==> config.mk <==
export PLATFORM = sky130hd
export DESIGN_NAME = ordered_list_engine
export DESIGN_NICKNAME = d
export VERILOG_FILES = /design/src/rtl/core/ole_pkg.sv /design/src/rtl/core/ordered_list_engine.sv
export SDC_FILE = /design/constraint.sdc
export NUM_CORES = 1
export LEC_CHECK = 0
export ABC_AREA = 1
export ABC_CLOCK_PERIOD_IN_PS = 4400
export BUFFER_PORTS_ARGS = -buffer_cell sky130_fd_sc_hd__buf_2
export CORE_MARGIN = 2
export CORE_UTILIZATION = 55
export CTS_CLUSTER_SIZE = 8
export DETAILED_ROUTE_END_ITERATION = 12
export GPL_TIMING_DRIVEN = 0
export PLACE_DENSITY = 0.71
export RECOVER_POWER = 50
export SLEW_MARGIN = 20
export SYNTH_ARGS = -nofsm -noshare
export SYNTH_HDL_FRONTEND = slang
export SYNTH_SLANG_ARGS = --single-unit
==> constraint.sdc <==
create_clock -name i_clk -period 4.4 [get_ports i_clk]
set_input_delay 0.88 -clock i_clk [delete_from_list [all_inputs] [get_ports i_clk]]
set_output_delay 0.88 -clock i_clk [all_outputs]
set_load 0.005 [all_outputs]
==> src/rtl/core/ole_pkg.sv <==
// package for the ordered list engine: opcodes, status codes and sizes
package ole_pkg;
    localparam int unsigned DEFAULT_DEPTH = 16;
    localparam int unsigned MAX_OUT       = 16;

    typedef enum logic [2:0] {
        OP_INS_FRONT = 3'd0,
        OP_INS_BACK  = 3'd1,
        OP_INS_POS   = 3'd2,
        OP_RM_FRONT  = 3'd3,
        OP_RM_BACK   = 3'd4,
        OP_RM_VALUE  = 3'd5,
        OP_RD_FWD    = 3'd6,
        OP_RD_REV    = 3'd7
    } t_opcode;

    typedef enum logic [2:0] {
        ST_OK        = 3'd0,
        ST_BAD_POS   = 3'd1,
        ST_FULL      = 3'd2,
        ST_EMPTY     = 3'd3,
        ST_NOT_FOUND = 3'd4
    } t_status;
endpackage

==> src/rtl/core/ordered_list_engine.sv <==
// ordered list engine: doubly linked list of signed values in a node memory
//
//  channel | handshake          | fields
//  --------+--------------------+--------------------------------------------
//  command | i_start / o_busy   | i_opcode, i_position, i_value
//  result  | o_valid (strobe)   | o_status, o_data_out, o_count_out,
//          |                    | o_last_result
//
// sequencing: a command is taken when i_start is high and o_busy is low. The node
// memory has a registered read, so each link followed takes an address state
// and then a wait state for the registered data. A readout gives one result
// per node visited, each after its read and wait states, up to MAX_OUT nodes;
// an insert or removal also walks or searches node by node, and each
// neighbour fix-up is a read, a wait and a write.
// reset: synchronous, active low; head and tail go to the null marker, the
// count to zero and the free stack is filled by a sweep over all DEPTH slots, busy high
// stalls: the receiver cannot stall; each result is shown for one cycle.
module ordered_list_engine #(
    parameter int unsigned DEPTH = ole_pkg::DEFAULT_DEPTH
) (
    input  logic                         i_clk,
    input  logic                         i_rst_n,
    input  logic                         i_start,
    output logic                         o_busy,
    input  logic [2:0]                   i_opcode,
    input  logic [4:0]                   i_position,
    input  logic signed [31:0]           i_value,
    output logic                         o_valid,
    output logic [2:0]                   o_status,
    output logic signed [31:0]           o_data_out,
    output logic [4:0]                   o_count_out,
    output logic                         o_last_result
);
    import ole_pkg::*;

    localparam int unsigned IW = $clog2(DEPTH);      // node index width
    localparam int unsigned LW = $clog2(DEPTH + 1);  // link width incl. null
    localparam int unsigned IXW = (LW > 5) ? LW : 5; // walk and readout counter
    localparam logic [LW-1:0] NIL = LW'(DEPTH);

    typedef enum logic [3:0] {
        S_IDLE, S_DECIDE, S_WALK_RD, S_WALK_WT, S_LINK_RD, S_LINK_WT,
        S_LINK_WR, S_UNL_RD, S_UNL_WT, S_UNL_WR, S_SRCH_RD, S_SRCH_WT,
        S_OUT_RD, S_OUT_WT, S_DONE
    } t_state;

    // node memory: value, next and prev in one word
    typedef struct packed {
        logic [31:0]   val;
        logic [LW-1:0] nxt;
        logic [LW-1:0] prv;
    } t_node;

    t_node         mem [DEPTH];
    logic [IW-1:0] free_mem [DEPTH];

    t_state        r_state;
    logic [LW-1:0] r_head, r_tail, r_count, r_free_top;
    logic [2:0]    r_op;
    logic [4:0]    r_pos;
    logic [31:0]   r_val;
    logic [LW-1:0] r_cur, r_at, r_prv, r_nxt;
    logic [IW-1:0] r_node;
    logic [IXW-1:0] r_idx;
    logic [2:0]    r_fix;     // fix-up step counter for link/unlink writes
    t_node         r_rd;
    logic [IW-1:0] r_free_rd;
    logic          r_init;    // free stack initialisation sweep
    logic [IW-1:0] r_init_idx;

    // memory write port (one write a cycle)
    logic          mem_we;
    logic [IW-1:0] mem_wa;
    t_node         mem_wd;
    logic [IW-1:0] mem_ra;

    logic          r_valid_o;
    logic [2:0]    r_st_o;
    logic [31:0]   r_data_o;
    logic          r_last_o;

    always_ff @(posedge i_clk) begin
        if (mem_we) mem[mem_wa] <= mem_wd;
        r_rd <= mem[mem_ra];
        r_free_rd <= free_mem[IW'(r_free_top - LW'(1))];
    end

    // free stack pushes come from the state machine, init from the sweep
    logic          fs_we;
    logic [IW-1:0] fs_wa, fs_wd;
    always_ff @(posedge i_clk) begin
        if (fs_we) free_mem[fs_wa] <= fs_wd;
    end

    logic [IW-1:0] cur_ix;
    assign cur_ix = r_cur[IW-1:0];

    // readout: next node in readout order and whether this one is the last
    logic [LW-1:0] out_nxt;
    logic          out_last;
    assign out_nxt  = (t_opcode'(r_op) == OP_RD_FWD) ? r_rd.nxt : r_rd.prv;
    assign out_last = (out_nxt == NIL) ||
                      (r_idx + IXW'(1) == IXW'(MAX_OUT)) ||
                      ((IXW+1)'(r_idx) + (IXW+1)'(1) == (IXW+1)'(r_count));

    always_comb begin
        mem_we = 1'b0;
        mem_wa = r_node;
        mem_wd = '0;
        mem_ra = cur_ix;
        fs_we  = 1'b0;
        fs_wa  = r_init_idx;
        fs_wd  = r_init_idx;
        if (r_init) begin
            fs_we = 1'b1;
        end else begin
            case (r_state)
                S_LINK_WR: begin
                    // step 0 new node, 1 prev node next, 2 at node prev
                    mem_we = 1'b1;
                    if (r_fix == 3'd0) begin
                        mem_wa = r_node;
                        mem_wd = '{val: r_val, nxt: r_at, prv: r_prv};
                    end else if (r_fix == 3'd1) begin
                        mem_wa = r_prv[IW-1:0];
                        mem_wd = r_rd;
                        mem_wd.nxt = LW'(r_node);
                    end else begin
                        mem_wa = r_at[IW-1:0];
                        mem_wd = r_rd;
                        mem_wd.prv = LW'(r_node);
                    end
                end
                S_UNL_WR: begin
                    mem_we = 1'b1;
                    if (r_fix == 3'd1) begin
                        mem_wa = r_prv[IW-1:0];
                        mem_wd = r_rd;
                        mem_wd.nxt = r_nxt;
                    end else begin
                        mem_wa = r_nxt[IW-1:0];
                        mem_wd = r_rd;
                        mem_wd.prv = r_prv;
                    end
                    if (r_fix == 3'd3) begin
                        mem_we = 1'b0;
                        fs_we  = 1'b1;
                        fs_wa  = r_free_top[IW-1:0];
                        fs_wd  = r_node;
                    end
                end
                // neighbour address held through the wait cycle
                S_LINK_RD, S_LINK_WT:
                    mem_ra = (r_fix == 3'd1) ? r_prv[IW-1:0] : r_at[IW-1:0];
                S_UNL_RD, S_UNL_WT:
                    mem_ra = (r_fix == 3'd1) ? r_prv[IW-1:0] : r_nxt[IW-1:0];
                default:   mem_ra = cur_ix;
            endcase
        end
    end

    assign o_busy = (r_state != S_IDLE) || r_init;
    assign o_valid = r_valid_o;
    assign o_status = r_st_o;
    assign o_data_out = r_data_o;
    assign o_count_out = 5'(r_count);
    assign o_last_result = r_last_o;

    always_ff @(posedge i_clk) begin
        if (!i_rst_n) begin
            r_state    <= S_IDLE;
            r_head     <= NIL;
            r_tail     <= NIL;
            r_count    <= '0;
            r_free_top <= LW'(DEPTH);
            r_init     <= 1'b1;
            r_init_idx <= '0;
            r_valid_o  <= 1'b0;
        end else begin
            r_valid_o <= 1'b0;
            if (r_init) begin
                r_init_idx <= r_init_idx + IW'(1);
                if (r_init_idx == IW'(DEPTH - 1)) r_init <= 1'b0;
            end else begin
            case (r_state)
                S_IDLE: begin
                    if (i_start) begin
                        r_op  <= i_opcode;
                        r_pos <= i_position;
                        r_val <= i_value;
                        r_state <= S_DECIDE;
                    end
                end
                S_DECIDE: begin
                    r_idx <= '0;
                    r_fix <= '0;
                    r_data_o <= '0;
                    r_last_o <= 1'b1;
                    case (t_opcode'(r_op))
                        OP_INS_FRONT, OP_INS_BACK, OP_INS_POS: begin
                            if (t_opcode'(r_op) == OP_INS_FRONT) r_pos <= '0;
                            if (t_opcode'(r_op) == OP_INS_BACK) r_pos <= 5'(r_count);
                            if (t_opcode'(r_op) == OP_INS_POS &&
                                    (IXW+1)'(r_pos) > (IXW+1)'(r_count)) begin
                                r_st_o <= ST_BAD_POS;
                                r_state <= S_DONE;
                            end else if (r_count >= LW'(DEPTH) || r_free_top == '0) begin
                                r_st_o <= ST_FULL;
                                r_state <= S_DONE;
                            end else begin
                                r_st_o <= ST_OK;
                                r_node <= r_free_rd;
                                r_free_top <= r_free_top - LW'(1);
                                if (t_opcode'(r_op) == OP_INS_BACK) begin
                                    r_at <= NIL;
                                    r_prv <= r_tail;
                                    r_state <= S_LINK_WR;
                                end else begin
                                    r_cur <= r_head;
                                    r_state <= S_WALK_RD;
                                end
                            end
                        end
                        OP_RM_FRONT, OP_RM_BACK, OP_RM_VALUE: begin
                            if (r_count == '0) begin
                                r_st_o <= ST_EMPTY;
                                r_state <= S_DONE;
                            end else begin
                                r_st_o <= ST_OK;
                                r_cur <= (t_opcode'(r_op) == OP_RM_BACK) ? r_tail : r_head;
                                r_state <= S_SRCH_RD;
                            end
                        end
                        default: begin
                            if (r_count == '0) begin
                                r_st_o <= ST_EMPTY;
                                r_state <= S_DONE;
                            end else begin
                                r_st_o <= ST_OK;
                                r_cur <= (t_opcode'(r_op) == OP_RD_FWD) ? r_head : r_tail;
                                r_state <= S_OUT_RD;
                            end
                        end
                    endcase
                end
                S_WALK_RD: begin
                    if (r_idx == IXW'(r_pos) || r_cur == NIL) begin
                        r_at <= r_cur;
                        if (r_cur == NIL) begin
                            r_prv <= r_tail;
                            r_state <= S_LINK_WR;
                        end else r_state <= S_WALK_WT;
                    end else r_state <= S_WALK_WT;
                end
                S_WALK_WT: begin
                    if (r_idx == IXW'(r_pos)) begin
                        r_prv <= r_rd.prv;
                        r_state <= S_LINK_WR;
                    end else begin
                        r_cur <= r_rd.nxt;
                        r_idx <= r_idx + IXW'(1);
                        r_state <= S_WALK_RD;
                    end
                end
                S_LINK_WR: begin
                    if (r_fix == 3'd0) begin
                        r_count <= r_count + LW'(1);
                        if (r_prv == NIL) r_head <= LW'(r_node);
                        if (r_at == NIL) r_tail <= LW'(r_node);
                        if (r_prv != NIL) begin
                            r_fix <= 3'd1;
                            r_state <= S_LINK_RD;
                        end else if (r_at != NIL) begin
                            r_fix <= 3'd2;
                            r_state <= S_LINK_RD;
                        end else r_state <= S_DONE;
                    end else if (r_fix == 3'd1 && r_at != NIL) begin
                        r_fix <= 3'd2;
                        r_state <= S_LINK_RD;
                    end else r_state <= S_DONE;
                end
                S_LINK_RD: r_state <= S_LINK_WT;
                S_LINK_WT: r_state <= S_LINK_WR;
                S_SRCH_RD: begin
                    if (r_cur == NIL || r_idx == IXW'(DEPTH)) begin
                        r_st_o <= ST_NOT_FOUND;
                        r_state <= S_DONE;
                    end else r_state <= S_SRCH_WT;
                end
                S_SRCH_WT: begin
                    if (t_opcode'(r_op) != OP_RM_VALUE || r_rd.val == r_val) begin
                        r_node <= cur_ix;
                        r_prv <= r_rd.prv;
                        r_nxt <= r_rd.nxt;
                        if (r_rd.prv == NIL) r_head <= r_rd.nxt;
                        if (r_rd.nxt == NIL) r_tail <= r_rd.prv;
                        r_count <= r_count - LW'(1);
                        if (r_rd.prv != NIL) begin
                            r_fix <= 3'd1;
                            r_state <= S_UNL_RD;
                        end else if (r_rd.nxt != NIL) begin
                            r_fix <= 3'd2;
                            r_state <= S_UNL_RD;
                        end else begin
                            r_fix <= 3'd3;
                            r_state <= S_UNL_WR;
                        end
                    end else begin
                        r_cur <= r_rd.nxt;
                        r_idx <= r_idx + IXW'(1);
                        r_state <= S_SRCH_RD;
                    end
                end
                S_UNL_RD: r_state <= S_UNL_WT;
                S_UNL_WT: r_state <= S_UNL_WR;
                S_UNL_WR: begin
                    if (r_fix == 3'd1 && r_nxt != NIL) begin
                        r_fix <= 3'd2;
                        r_state <= S_UNL_RD;
                    end else if (r_fix != 3'd3) begin
                        r_fix <= 3'd3;
                    end else begin
                        if (r_free_top < LW'(DEPTH)) r_free_top <= r_free_top + LW'(1);
                        r_state <= S_DONE;
                    end
                end
                S_OUT_RD: r_state <= S_OUT_WT;
                S_OUT_WT: begin
                    r_valid_o <= 1'b1;
                    r_data_o <= r_rd.val;
                    r_last_o <= out_last;
                    r_cur <= out_nxt;
                    r_idx <= r_idx + IXW'(1);
                    r_state <= out_last ? S_IDLE : S_OUT_RD;
                end
                S_DONE: begin
                    r_valid_o <= 1'b1;
                    r_data_o <= '0;
                    r_last_o <= 1'b1;
                    r_state <= S_IDLE;
                end
                default: r_state <= S_IDLE;
            endcase
            end
        end
    end

`ifndef ASSERT_OFF
    a_count_range: assert property (@(posedge i_clk) disable iff (!i_rst_n)
        r_count <= LW'(DEPTH)) else $error("count beyond depth");
    a_empty_nil: assert property (@(posedge i_clk) disable iff (!i_rst_n)
        (r_count == '0 && r_state == S_IDLE) |-> (r_head == NIL && r_tail == NIL))
        else $error("empty list with live head or tail");
    a_pool: assert property (@(posedge i_clk) disable iff (!i_rst_n)
        (r_state == S_IDLE && !r_init) |-> (r_count + r_free_top == LW'(DEPTH)))
        else $error("node pool leak");
    a_valid_busy: assert property (@(posedge i_clk) disable iff (!i_rst_n)
        (o_valid && !o_last_result) |-> o_busy) else $error("readout left early");
`endif
endmodule
==> results of run 1 <==
placed cells by master (no fill, tap or decap), types with 3 or more instances in the layout:
cell type / n
sky130_fd_sc_hd__nand2_1: 1312
sky130_fd_sc_hd__edfxtp_1: 843
sky130_fd_sc_hd__nand3_1: 625
sky130_fd_sc_hd__nor2_1: 215
sky130_fd_sc_hd__clkbuf_1: 182
sky130_fd_sc_hd__inv_1: 155
sky130_fd_sc_hd__buf_2: 144
sky130_fd_sc_hd__clkbuf_16: 137
sky130_fd_sc_hd__o21ai_0: 101
sky130_fd_sc_hd__dfxtp_1: 76
sky130_fd_sc_hd__a21oi_1: 43
sky130_fd_sc_hd__xnor2_1: 28
sky130_fd_sc_hd__buf_1: 26
sky130_fd_sc_hd__buf_4: 23
sky130_fd_sc_hd__a21oi_2: 19
sky130_fd_sc_hd__buf_16: 15
sky130_fd_sc_hd__ha_1: 14
sky130_fd_sc_hd__o32ai_1: 12
sky130_fd_sc_hd__o211ai_1: 11
sky130_fd_sc_hd__xor2_1: 11
sky130_fd_sc_hd__nor3_1: 11
sky130_fd_sc_hd__o221ai_1: 10
sky130_fd_sc_hd__buf_12: 10
sky130_fd_sc_hd__clkbuf_2: 9
sky130_fd_sc_hd__o32ai_2: 8
sky130_fd_sc_hd__o22ai_1: 8
sky130_fd_sc_hd__a31oi_1: 7
sky130_fd_sc_hd__nor2_2: 7
sky130_fd_sc_hd__nor2_4: 6
sky130_fd_sc_hd__nand4_1: 5
sky130_fd_sc_hd__mux2i_1: 5
sky130_fd_sc_hd__nand2_2: 4
sky130_fd_sc_hd__a22oi_1: 4
sky130_fd_sc_hd__a211oi_1: 4
sky130_fd_sc_hd__inv_6: 4
sky130_fd_sc_hd__clkinv_8: 4
sky130_fd_sc_hd__clkinv_1: 3
sky130_fd_sc_hd__nor4_1: 3
sky130_fd_sc_hd__or2_2: 3
power by group:
group          total [mW]  internal [mW]  switching [mW]  leakage [nW]
logic              0.0711         0.0224          0.0486          7.19
registers            9.45           9.44         0.00634          9.72
clock network        9.40           5.71            3.69          1.83
total                18.9           15.2            3.75          18.7
cell type report:
type	count	area, um^2
Sequential cell	919	26800
Fill cell	5507	25500
Multi-Input combinational cell	2495	11300
Clock buffer	206	3690
Tap cell	950	1190
Timing Repair Buffer	132	1140
Buffer	211	961
Inverter	160	601
Clock inverter	10	129
per-stage QoR:
step	setup TNS, ps	cells
final	0	5083
after global routing	0	5083
after CTS	0	5083
after detailed placement	0	4867
after global placement	-1511370	4820
after floorplan	0	3785
logic make-up after synthesis:
kind of cell    Yosys count
compound gates          239
xor+xnor                 39
fa+ha+maj                15
buf+inv                 371
flops                   919
mux                       5
simple gates           2197
per-layer routing:
layer / up-vias / GRT usage, % / share of wire, %
met5: - / 0 / 0
met2: 2067 / 51.2 / 45
met4: 0 / 17.6 / 5.4
li1: 13500 / - / -
met3: 386 / 6.95 / 12
met1: 14300 / 44.2 / 37
repair_timing:
| item | in CTS | in global routing |
|---|---|---|
| hold buffers | 0 | 0 |
| endpoints found under the setup margin | 0 | 32 |
| gates resized for setup | 0 | 2 |
critical path, stage by stage, from the launching register on:
cell and delay, ps:
sky130_fd_sc_hd__edfxtp_1 490, sky130_fd_sc_hd__nor2_1 490, sky130_fd_sc_hd__nand2_1 180, sky130_fd_sc_hd__o21ai_0 200, sky130_fd_sc_hd__o22ai_1 160, sky130_fd_sc_hd__o21ai_2 710
sky130_fd_sc_hd__clkbuf_1 750, sky130_fd_sc_hd__clkbuf_1 680, sky130_fd_sc_hd__nand2_1 170, sky130_fd_sc_hd__nand3_1 120, sky130_fd_sc_hd__nand3_1 130, sky130_fd_sc_hd__nand2_1 120
worst max path at each step:
stage / start / to / cells past startpoint
after floorplan: r_state[0] / mem[0][0] / 12
after global placement: r_state[0] / mem[8][27] / 12
after detailed placement: r_state[1] / mem[7][13] / 9
after CTS: r_state[1] / mem[2][13] / 9
after global routing: r_state[3] / mem[4][27] / 14
final: r_fix[1] / r_rd[16] / 11
state kept, by name, indices dropped and copies added, names as in the netlist, 2 cells and up:
name         flops
free_mem        64
mem            672
o_count_out      5
o_data_out      32
o_status         3
r_at             5
r_cur            5
r_fix            2
r_free_rd        4
r_free_top       5
r_head           5
r_idx            5
r_init_idx       4
r_node           4
r_nxt            5
r_op             3
r_pos            5
r_prv            5
r_rd            42
r_state          4
r_tail           5
r_val           32
==> impl_metrics.prom, run 1 <==
# TYPE chip_impl_metric gauge
chip_impl_metric{name="max_clock_freq",unit="MHz"} 233
chip_impl_metric{name="multiplexer_share_of_the_synthesized_area",unit="%"} 0.127
chip_impl_metric{name="cts-root-to-sink-buffers",unit=""} 3
chip_impl_metric{name="pre_cts_slack",unit="ps"} 160
chip_impl_metric{name="report.power.total",unit="mW"} 18.9
chip_impl_metric{name="compound_gate_fraction_of_synth_area",unit="%"} 3.57
chip_impl_metric{name="drc",unit=""} 0
chip_impl_metric{name="synth-seq-cells",unit=""} 919
chip_impl_metric{name="syn-cell-area",unit="um^2"} 39500
chip_impl_metric{name="grt_first_pass_wirelength",unit="um"} 180000
chip_impl_metric{name="via_count_of_the_first_global_routing_pass",unit=""} 29100
chip_impl_info{name="cts_tree",value="yes"} 1
chip_impl_metric{name="count_of_flip_flops_with_a_built_in_enable_after_synthesis",unit=""} 843
chip_impl_metric{name="worst_ep_required_time",unit="ps"} 5040
chip_impl_metric{name="clock_sinks",unit=""} 919
chip_impl_metric{name="hold-path-cell-count",unit=""} 1
chip_impl_metric{name="timing.final.hold_violations",unit=""} 0
chip_impl_metric{name="grt_usage",unit="%"} 33.1
chip_impl_metric{name="die_x",unit="um"} 272
chip_impl_info{name="top_count_cell_post_synth",value="sky130_fd_sc_hd__nand2_1"} 1
chip_impl_info{name="critical_path.endpoint_type",value="flop"} 1
chip_impl_info{name="rsz0062_at_grt",value="false"} 1
chip_impl_info{name="worstReg2RegStart",value="r_fix[1]"} 1
chip_impl_metric{name="power.ir.vdd_worst",unit="mV"} 0.291
chip_impl_metric{name="post_route_antenna_net_violation_count",unit=""} 0
chip_impl_metric{name="post-route-period-util",unit="%"} 97.5
chip_impl_metric{name="post_cts.repair.setup_buffers",unit=""} 0
chip_impl_metric{name="num_antenna_cells",unit=""} 0
chip_impl_info{name="critPathLaunchType",value="flop"} 1
chip_impl_metric{name="critical_path_arrival",unit="ps"} 4930
chip_impl_metric{name="numCtsBuffers",unit=""} 133
chip_impl_metric{name="final.setup_skew",unit="ps"} 30.7
chip_impl_metric{name="die_height",unit="um"} 272
chip_impl_metric{name="clk_latency",unit="ps"} 730
chip_impl_metric{name="yosysSeqAreaShare",unit="%"} 67.9
chip_impl_info{name="violations",value="capacitance limit, slew limit"} 1
chip_impl_metric{name="final_wl",unit="um"} 122000
chip_impl_metric{name="synth_fp_nets",unit=""} 3843
chip_impl_metric{name="postSynthAreaPerCell",unit="um^2"} 10.4
chip_impl_metric{name="layout.cell_area.non_filler",unit="um^2"} 45900
chip_impl_metric{name="drv_cap",unit=""} 8
chip_impl_info{name="holdPathEnd",value="r_val[30]"} 1
chip_impl_info{name="synth_top_family_by_area",value="simple AND/OR/NAND/NOR gates"} 1
chip_impl_metric{name="syn_inst",unit=""} 3785
chip_impl_metric{name="grt_start_max_net_pins",unit=""} 23
chip_impl_metric{name="post_drt_via_cell_ratio",unit=""} 5.95
chip_impl_info{name="synth_top_cell_by_area",value="sky130_fd_sc_hd__edfxtp_1"} 1
chip_impl_info{name="run_status",value="complete, but fails checks"} 1
chip_impl_metric{name="timing.final.ws_setup",unit="ps"} 109
chip_impl_info{name="hold_path_class",value="in2reg"} 1
chip_impl_info{name="yosys_most_used_dff",value="sky130_fd_sc_hd__edfxtp_1"} 1
chip_impl_metric{name="synth-simple-area-share",unit="%"} 23.1
chip_impl_metric{name="final_period_minus_worst_setup_slack",unit="ps"} 4290
chip_impl_metric{name="pins_over_slew_limit",unit=""} 125
chip_impl_metric{name="detail_route.iter0.violations",unit=""} 4158
chip_impl_info{name="path_class",value="reg2reg"} 1
chip_impl_metric{name="synth-xor-area-share",unit="%"} 0.864
chip_impl_metric{name="place.port_buffers",unit=""} 85
chip_impl_metric{name="detailedPlacementHpwl",unit="um"} 82100
chip_impl_metric{name="ratio_of_cells_with_drive_above_1_in_the_final_layout",unit="%"} 9.77
chip_impl_metric{name="clk_pin_slew_worst_paths",unit="ps"} 50
chip_impl_info{name="netlist_top_cells_count",value="sky130_fd_sc_hd__nand2_1 (1312), sky130_fd_sc_hd__edfxtp_1 (843), sky130_fd_sc_hd__nand3_1 (625), sky130_fd_sc_hd__nor2_1 (222), sky130_fd_sc_hd__inv_1 (153)"} 1
chip_impl_metric{name="powerDensity",unit="nW/um^2"} 413
chip_impl_metric{name="avgRoutedWirePerCell",unit="um"} 24.0
chip_impl_info{name="synth_area_leaders",value="sky130_fd_sc_hd__edfxtp_1 (64%), sky130_fd_sc_hd__nand2_1 (12%), sky130_fd_sc_hd__nand3_1 (7.9%)"} 1
chip_impl_metric{name="setup_viol",unit=""} 0
chip_impl_info{name="root_buffer",value="sky130_fd_sc_hd__clkbuf_16"} 1
chip_impl_metric{name="h-tree-depth",unit=""} 4
chip_impl_metric{name="synth.distinct_cells",unit=""} 47
chip_impl_metric{name="tightest_slew",unit="ps"} 1950
chip_impl_metric{name="max_slew_headroom_at_the_worst_pin",unit="%"} -31.6
chip_impl_metric{name="hold_ws",unit="ps"} 326
chip_impl_metric{name="crit_fanout",unit=""} 10
chip_impl_info{name="timing.rr.end",value="r_rd[16]"} 1
chip_impl_metric{name="register_to_register_setup_slack",unit="ps"} 110
chip_impl_metric{name="overflow",unit=""} 0
chip_impl_metric{name="design.portCount",unit=""} 86
chip_impl_metric{name="synth_top_cell_area_share",unit="%"} 64.1
chip_impl_metric{name="grt_antenna_before_repair",unit=""} 0
chip_impl_metric{name="reg2regPathDepth",unit=""} 11
chip_impl_metric{name="floorplan.initialDensity",unit="%"} 55.4
chip_impl_metric{name="asyncSetResetFlopFracSynth",unit="%"} 0
chip_impl_metric{name="finish.net_count",unit=""} 4110
chip_impl_metric{name="fp.coreArea",unit="um^2"} 71400
chip_impl_metric{name="synthAdderAreaFrac",unit="%"} 0.494
chip_impl_metric{name="detailedRoute.firstPassIterationCount",unit=""} 8
chip_impl_info{name="worst_hold_startpoint",value="i_value[30]"} 1
chip_impl_metric{name="number_of_rows_created_at_floorplan",unit=""} 98
chip_impl_metric{name="dr_total_vias",unit=""} 30300
chip_impl_metric{name="dpl-instance-area",unit="um^2"} 42400
chip_impl_metric{name="synthToLayoutAreaGrowth",unit="%"} 16.1
chip_impl_metric{name="layout.core_utilization",unit="%"} 64.3
chip_impl_metric{name="gpl.final_weighted_congestion",unit=""} 0.949
chip_impl_metric{name="design.die.area",unit="um^2"} 74000
chip_impl_metric{name="leakage",unit="nW"} 18.7
chip_impl_metric{name="yosysWarningCount",unit=""} 0
No activity file was read; power rests on OpenSTA's default activity.
==> run 2: changes to the inputs <==
--- a/config.mk
+++ b/config.mk
@@ -8,12 +8,14 @@
 export ABC_AREA = 1
 export ABC_CLOCK_PERIOD_IN_PS = 4400
 export BUFFER_PORTS_ARGS = -buffer_cell sky130_fd_sc_hd__buf_2
+export CELL_PAD_IN_SITES_DETAIL_PLACEMENT = 1
+export CELL_PAD_IN_SITES_GLOBAL_PLACEMENT = 2
 export CORE_MARGIN = 2
-export CORE_UTILIZATION = 55
+export CORE_UTILIZATION = 42
 export CTS_CLUSTER_SIZE = 8
 export DETAILED_ROUTE_END_ITERATION = 12
 export GPL_TIMING_DRIVEN = 0
-export PLACE_DENSITY = 0.71
+export PLACE_DENSITY_LB_ADDON = 0.1
 export RECOVER_POWER = 50
 export SLEW_MARGIN = 20
 export SYNTH_ARGS = -nofsm -noshare
==> constraint.sdc (replaced) <==
create_clock -name i_clk -period 4.4 [get_ports i_clk]
set_input_delay 0.44 -clock i_clk [delete_from_list [all_inputs] [get_ports i_clk]]
set_output_delay 0.44 -clock i_clk [all_outputs]
set_load 0.005 [all_outputs]
==> run 2 against run 1 <==
  * The flow still finishes with violations (capacitance limit, slew limit)
  * Global-route usage decreased by 3.2 points
  * Power increased by 1.1%
  * Sequential power about the same
  * First-iteration DRC count decreased by 26%
  * Wire length increased by 19%
  * Die area increased by 30%
  * Clock power increased by 2%
  * Sequential cell count unchanged
  * Clock skew decreased by 4.0 ps
==> impl_metrics.prom, run 2 (synthesis gave the netlist of run 1 again) <==
# TYPE chip_impl_metric gauge
chip_impl_metric{name="numCtsBuffers",unit=""} 133
chip_impl_metric{name="post-route-period-util",unit="%"} 96.5
chip_impl_metric{name="drc",unit=""} 0
chip_impl_metric{name="grt_first_pass_wirelength",unit="um"} 210000
chip_impl_metric{name="place.port_buffers",unit=""} 85
chip_impl_metric{name="leakage",unit="nW"} 19.0
chip_impl_metric{name="gpl.final_weighted_congestion",unit=""} 0.866
chip_impl_metric{name="drv_cap",unit=""} 5
chip_impl_metric{name="layout.core_utilization",unit="%"} 50.2
chip_impl_metric{name="clk_pin_slew_worst_paths",unit="ps"} 50
chip_impl_info{name="layout.cells.most_common_list",value="sky130_fd_sc_hd__nand2_1 (1312), sky130_fd_sc_hd__edfxtp_1 (843), sky130_fd_sc_hd__nand3_1 (625)"} 1
chip_impl_metric{name="hold_ws",unit="ps"} 69.3
chip_impl_info{name="largest_regs",value="mem: 672 flops, free_mem: 64 flops, r_rd: 42 flops"} 1
chip_impl_metric{name="overflow",unit=""} 0
chip_impl_metric{name="pins_over_slew_limit",unit=""} 47
chip_impl_info{name="largest_register",value="mem"} 1
chip_impl_info{name="violations",value="capacitance limit, slew limit"} 1
chip_impl_metric{name="via_count_of_the_first_global_routing_pass",unit=""} 30800
chip_impl_metric{name="detailedPlacementHpwl",unit="um"} 99800
chip_impl_metric{name="ratio_of_cells_with_drive_above_1_in_the_final_layout",unit="%"} 9.92
chip_impl_metric{name="n_fill_cell",unit=""} 10200
chip_impl_metric{name="die_x",unit="um"} 311
chip_impl_metric{name="finish.net_count",unit=""} 4157
chip_impl_metric{name="fp.coreArea",unit="um^2"} 93300
chip_impl_metric{name="number_of_rows_created_at_floorplan",unit=""} 112
chip_impl_info{name="root_buffer",value="sky130_fd_sc_hd__clkbuf_16"} 1
chip_impl_metric{name="final.setup_skew",unit="ps"} 26.6
chip_impl_metric{name="detail_route.iter0.violations",unit=""} 3093
chip_impl_info{name="path_class",value="reg2reg"} 1
chip_impl_info{name="critPathLaunchType",value="flop"} 1
chip_impl_metric{name="synthToLayoutAreaGrowth",unit="%"} 18.7
chip_impl_metric{name="hold-path-cell-count",unit=""} 3
chip_impl_metric{name="setup_viol",unit=""} 0
chip_impl_metric{name="pre_cts_slack",unit="ps"} 20.6
chip_impl_metric{name="clk_latency",unit="ps"} 740
chip_impl_metric{name="tightest_slew",unit="ps"} 1640
chip_impl_metric{name="seqCellArea",unit="um^2"} 26800
chip_impl_metric{name="dr_total_vias",unit=""} 30300
chip_impl_metric{name="timing.final.hold_violations",unit=""} 0
chip_impl_metric{name="crit_fanout",unit=""} 13
chip_impl_metric{name="powerDensity",unit="nW/um^2"} 408
chip_impl_metric{name="post_route_antenna_net_violation_count",unit=""} 0
chip_impl_metric{name="timing.final.ws_setup",unit="ps"} 155
chip_impl_info{name="run_status",value="complete, but fails checks"} 1
chip_impl_metric{name="design.portCount",unit=""} 86
chip_impl_metric{name="reg2regPathDepth",unit=""} 13
chip_impl_metric{name="largest_register_ff_count",unit=""} 672
chip_impl_metric{name="final_period_minus_worst_setup_slack",unit="ps"} 4250
chip_impl_metric{name="grt_start_max_net_pins",unit=""} 20
chip_impl_info{name="rsz0062_at_grt",value="false"} 1
chip_impl_metric{name="dpl-instance-area",unit="um^2"} 43000
chip_impl_metric{name="avgRoutedWirePerCell",unit="um"} 26.7
chip_impl_info{name="cts_tree",value="yes"} 1
chip_impl_metric{name="max_clock_freq",unit="MHz"} 236
chip_impl_metric{name="h-tree-depth",unit=""} 4
chip_impl_metric{name="worst_ep_required_time",unit="ps"} 4770
chip_impl_metric{name="critical_path_arrival",unit="ps"} 4610
chip_impl_info{name="most_frequent_standard_cell_in_the_layout_excluding_fill_and_tap_cells",value="sky130_fd_sc_hd__nand2_1"} 1
chip_impl_metric{name="detailedRoute.firstPassIterationCount",unit=""} 5
chip_impl_metric{name="max_slew_headroom_at_the_worst_pin",unit="%"} -9.82
chip_impl_metric{name="post_drt_via_cell_ratio",unit=""} 5.57
chip_impl_metric{name="clock_sinks",unit=""} 919
chip_impl_info{name="critical_path.endpoint_type",value="flop"} 1
chip_impl_metric{name="grt_antenna_before_repair",unit=""} 4
chip_impl_metric{name="design.die.area",unit="um^2"} 96600
chip_impl_metric{name="die_height",unit="um"} 311
chip_impl_metric{name="layout.cell_area.non_filler",unit="um^2"} 46900
chip_impl_metric{name="grt_usage",unit="%"} 29.9
chip_impl_metric{name="multiInputGateArea",unit="um^2"} 11300
chip_impl_metric{name="floorplan.initialDensity",unit="%"} 42.3
chip_impl_metric{name="cts-root-to-sink-buffers",unit=""} 3
chip_impl_metric{name="final_wl",unit="um"} 145000
chip_impl_metric{name="power.ir.vdd_worst",unit="mV"} 0.304
chip_impl_info{name="hold_path_class",value="in2reg"} 1
chip_impl_metric{name="timing.setup.tns",unit="ps"} 0
## run 2: cell types whose count changed in the layout (fill, tap and decap cells not counted), sizes merged
cell           before  now
dlygate4sd3         0   40
buf               220  225
clkbuf            329  332
clkdlybuf4s15       0    1
clkinv              8    7
diode               0    1
inv               162  163
## run 2: final cells by class
type,count,share of cell area (%)
Sequential cell,919,57.2
Multi-Input combinational cell,2495,24.2
Clock buffer,208,7.97
Timing Repair Buffer,179,3.67
Tap cell,1254,3.35
Buffer,211,2.08
Inverter,160,1.28
Clock inverter,10,0.251
Antenna cell,1,0.00534
## run 2: final timing paths
path	start	to	slack (ps)
max	r_state[3]	mem[9][9]	150
min reg2reg	r_rd[7]	r_nxt[2]	470
max reg2reg	r_state[3]	mem[9][9]	150
min	i_rst_n	r_free_top[0]	70
## run 2: repair_timing
| action | 4_1_cts | 5_1_grt |
|---|---|---|
| gates resized for setup | 1 | 6 |
| pin swaps | 0 | 2 |
| hold buffers | 40 | 0 |
| endpoints found under the hold margin | 40 | 0 |
| endpoints found under the setup margin | 80 | 61 |
| buffers inserted | 0 | 2 |
## run 2: critical path, cell delays in order, from the launching register on
cell	delay (ps)
sky130_fd_sc_hd__dfxtp_1	450
sky130_fd_sc_hd__inv_1	160
sky130_fd_sc_hd__nor2_1	150
sky130_fd_sc_hd__nand2_1	270
sky130_fd_sc_hd__nand2_1	330
sky130_fd_sc_hd__inv_1	80
sky130_fd_sc_hd__nor2_1	270
sky130_fd_sc_hd__inv_1	160
sky130_fd_sc_hd__nor2_1	240
sky130_fd_sc_hd__o21a_1	210
sky130_fd_sc_hd__nand2_1	210
sky130_fd_sc_hd__nor2_1	630
sky130_fd_sc_hd__buf_12	260
sky130_fd_sc_hd__clkbuf_2	430
## run 2: metrics by stage
step | power, mW | cells
floorplan | 9.65 | 3785
global placement | 9.69 | 5124
detailed placement | 9.69 | 5176
CTS | 19.3 | 5434
global route | 19.6 | 5436
finish | 19.1 | 5437
## run 2: layer usage
layer	wire length, um	share of wire, %	GRT usage [%]
met3	11000	7.6	6.38
met5	0	0	0
met4	4970	3.4	10.5
met2	65800	45	46.6
met1	63400	44	41.5
## run 2: where the power goes
part	switching, mW	internal (mW)	total (mW)
combinational	0.0584	0.0456	0.104
clock	3.79	5.78	9.58
sequential	0.00609	9.44	9.45
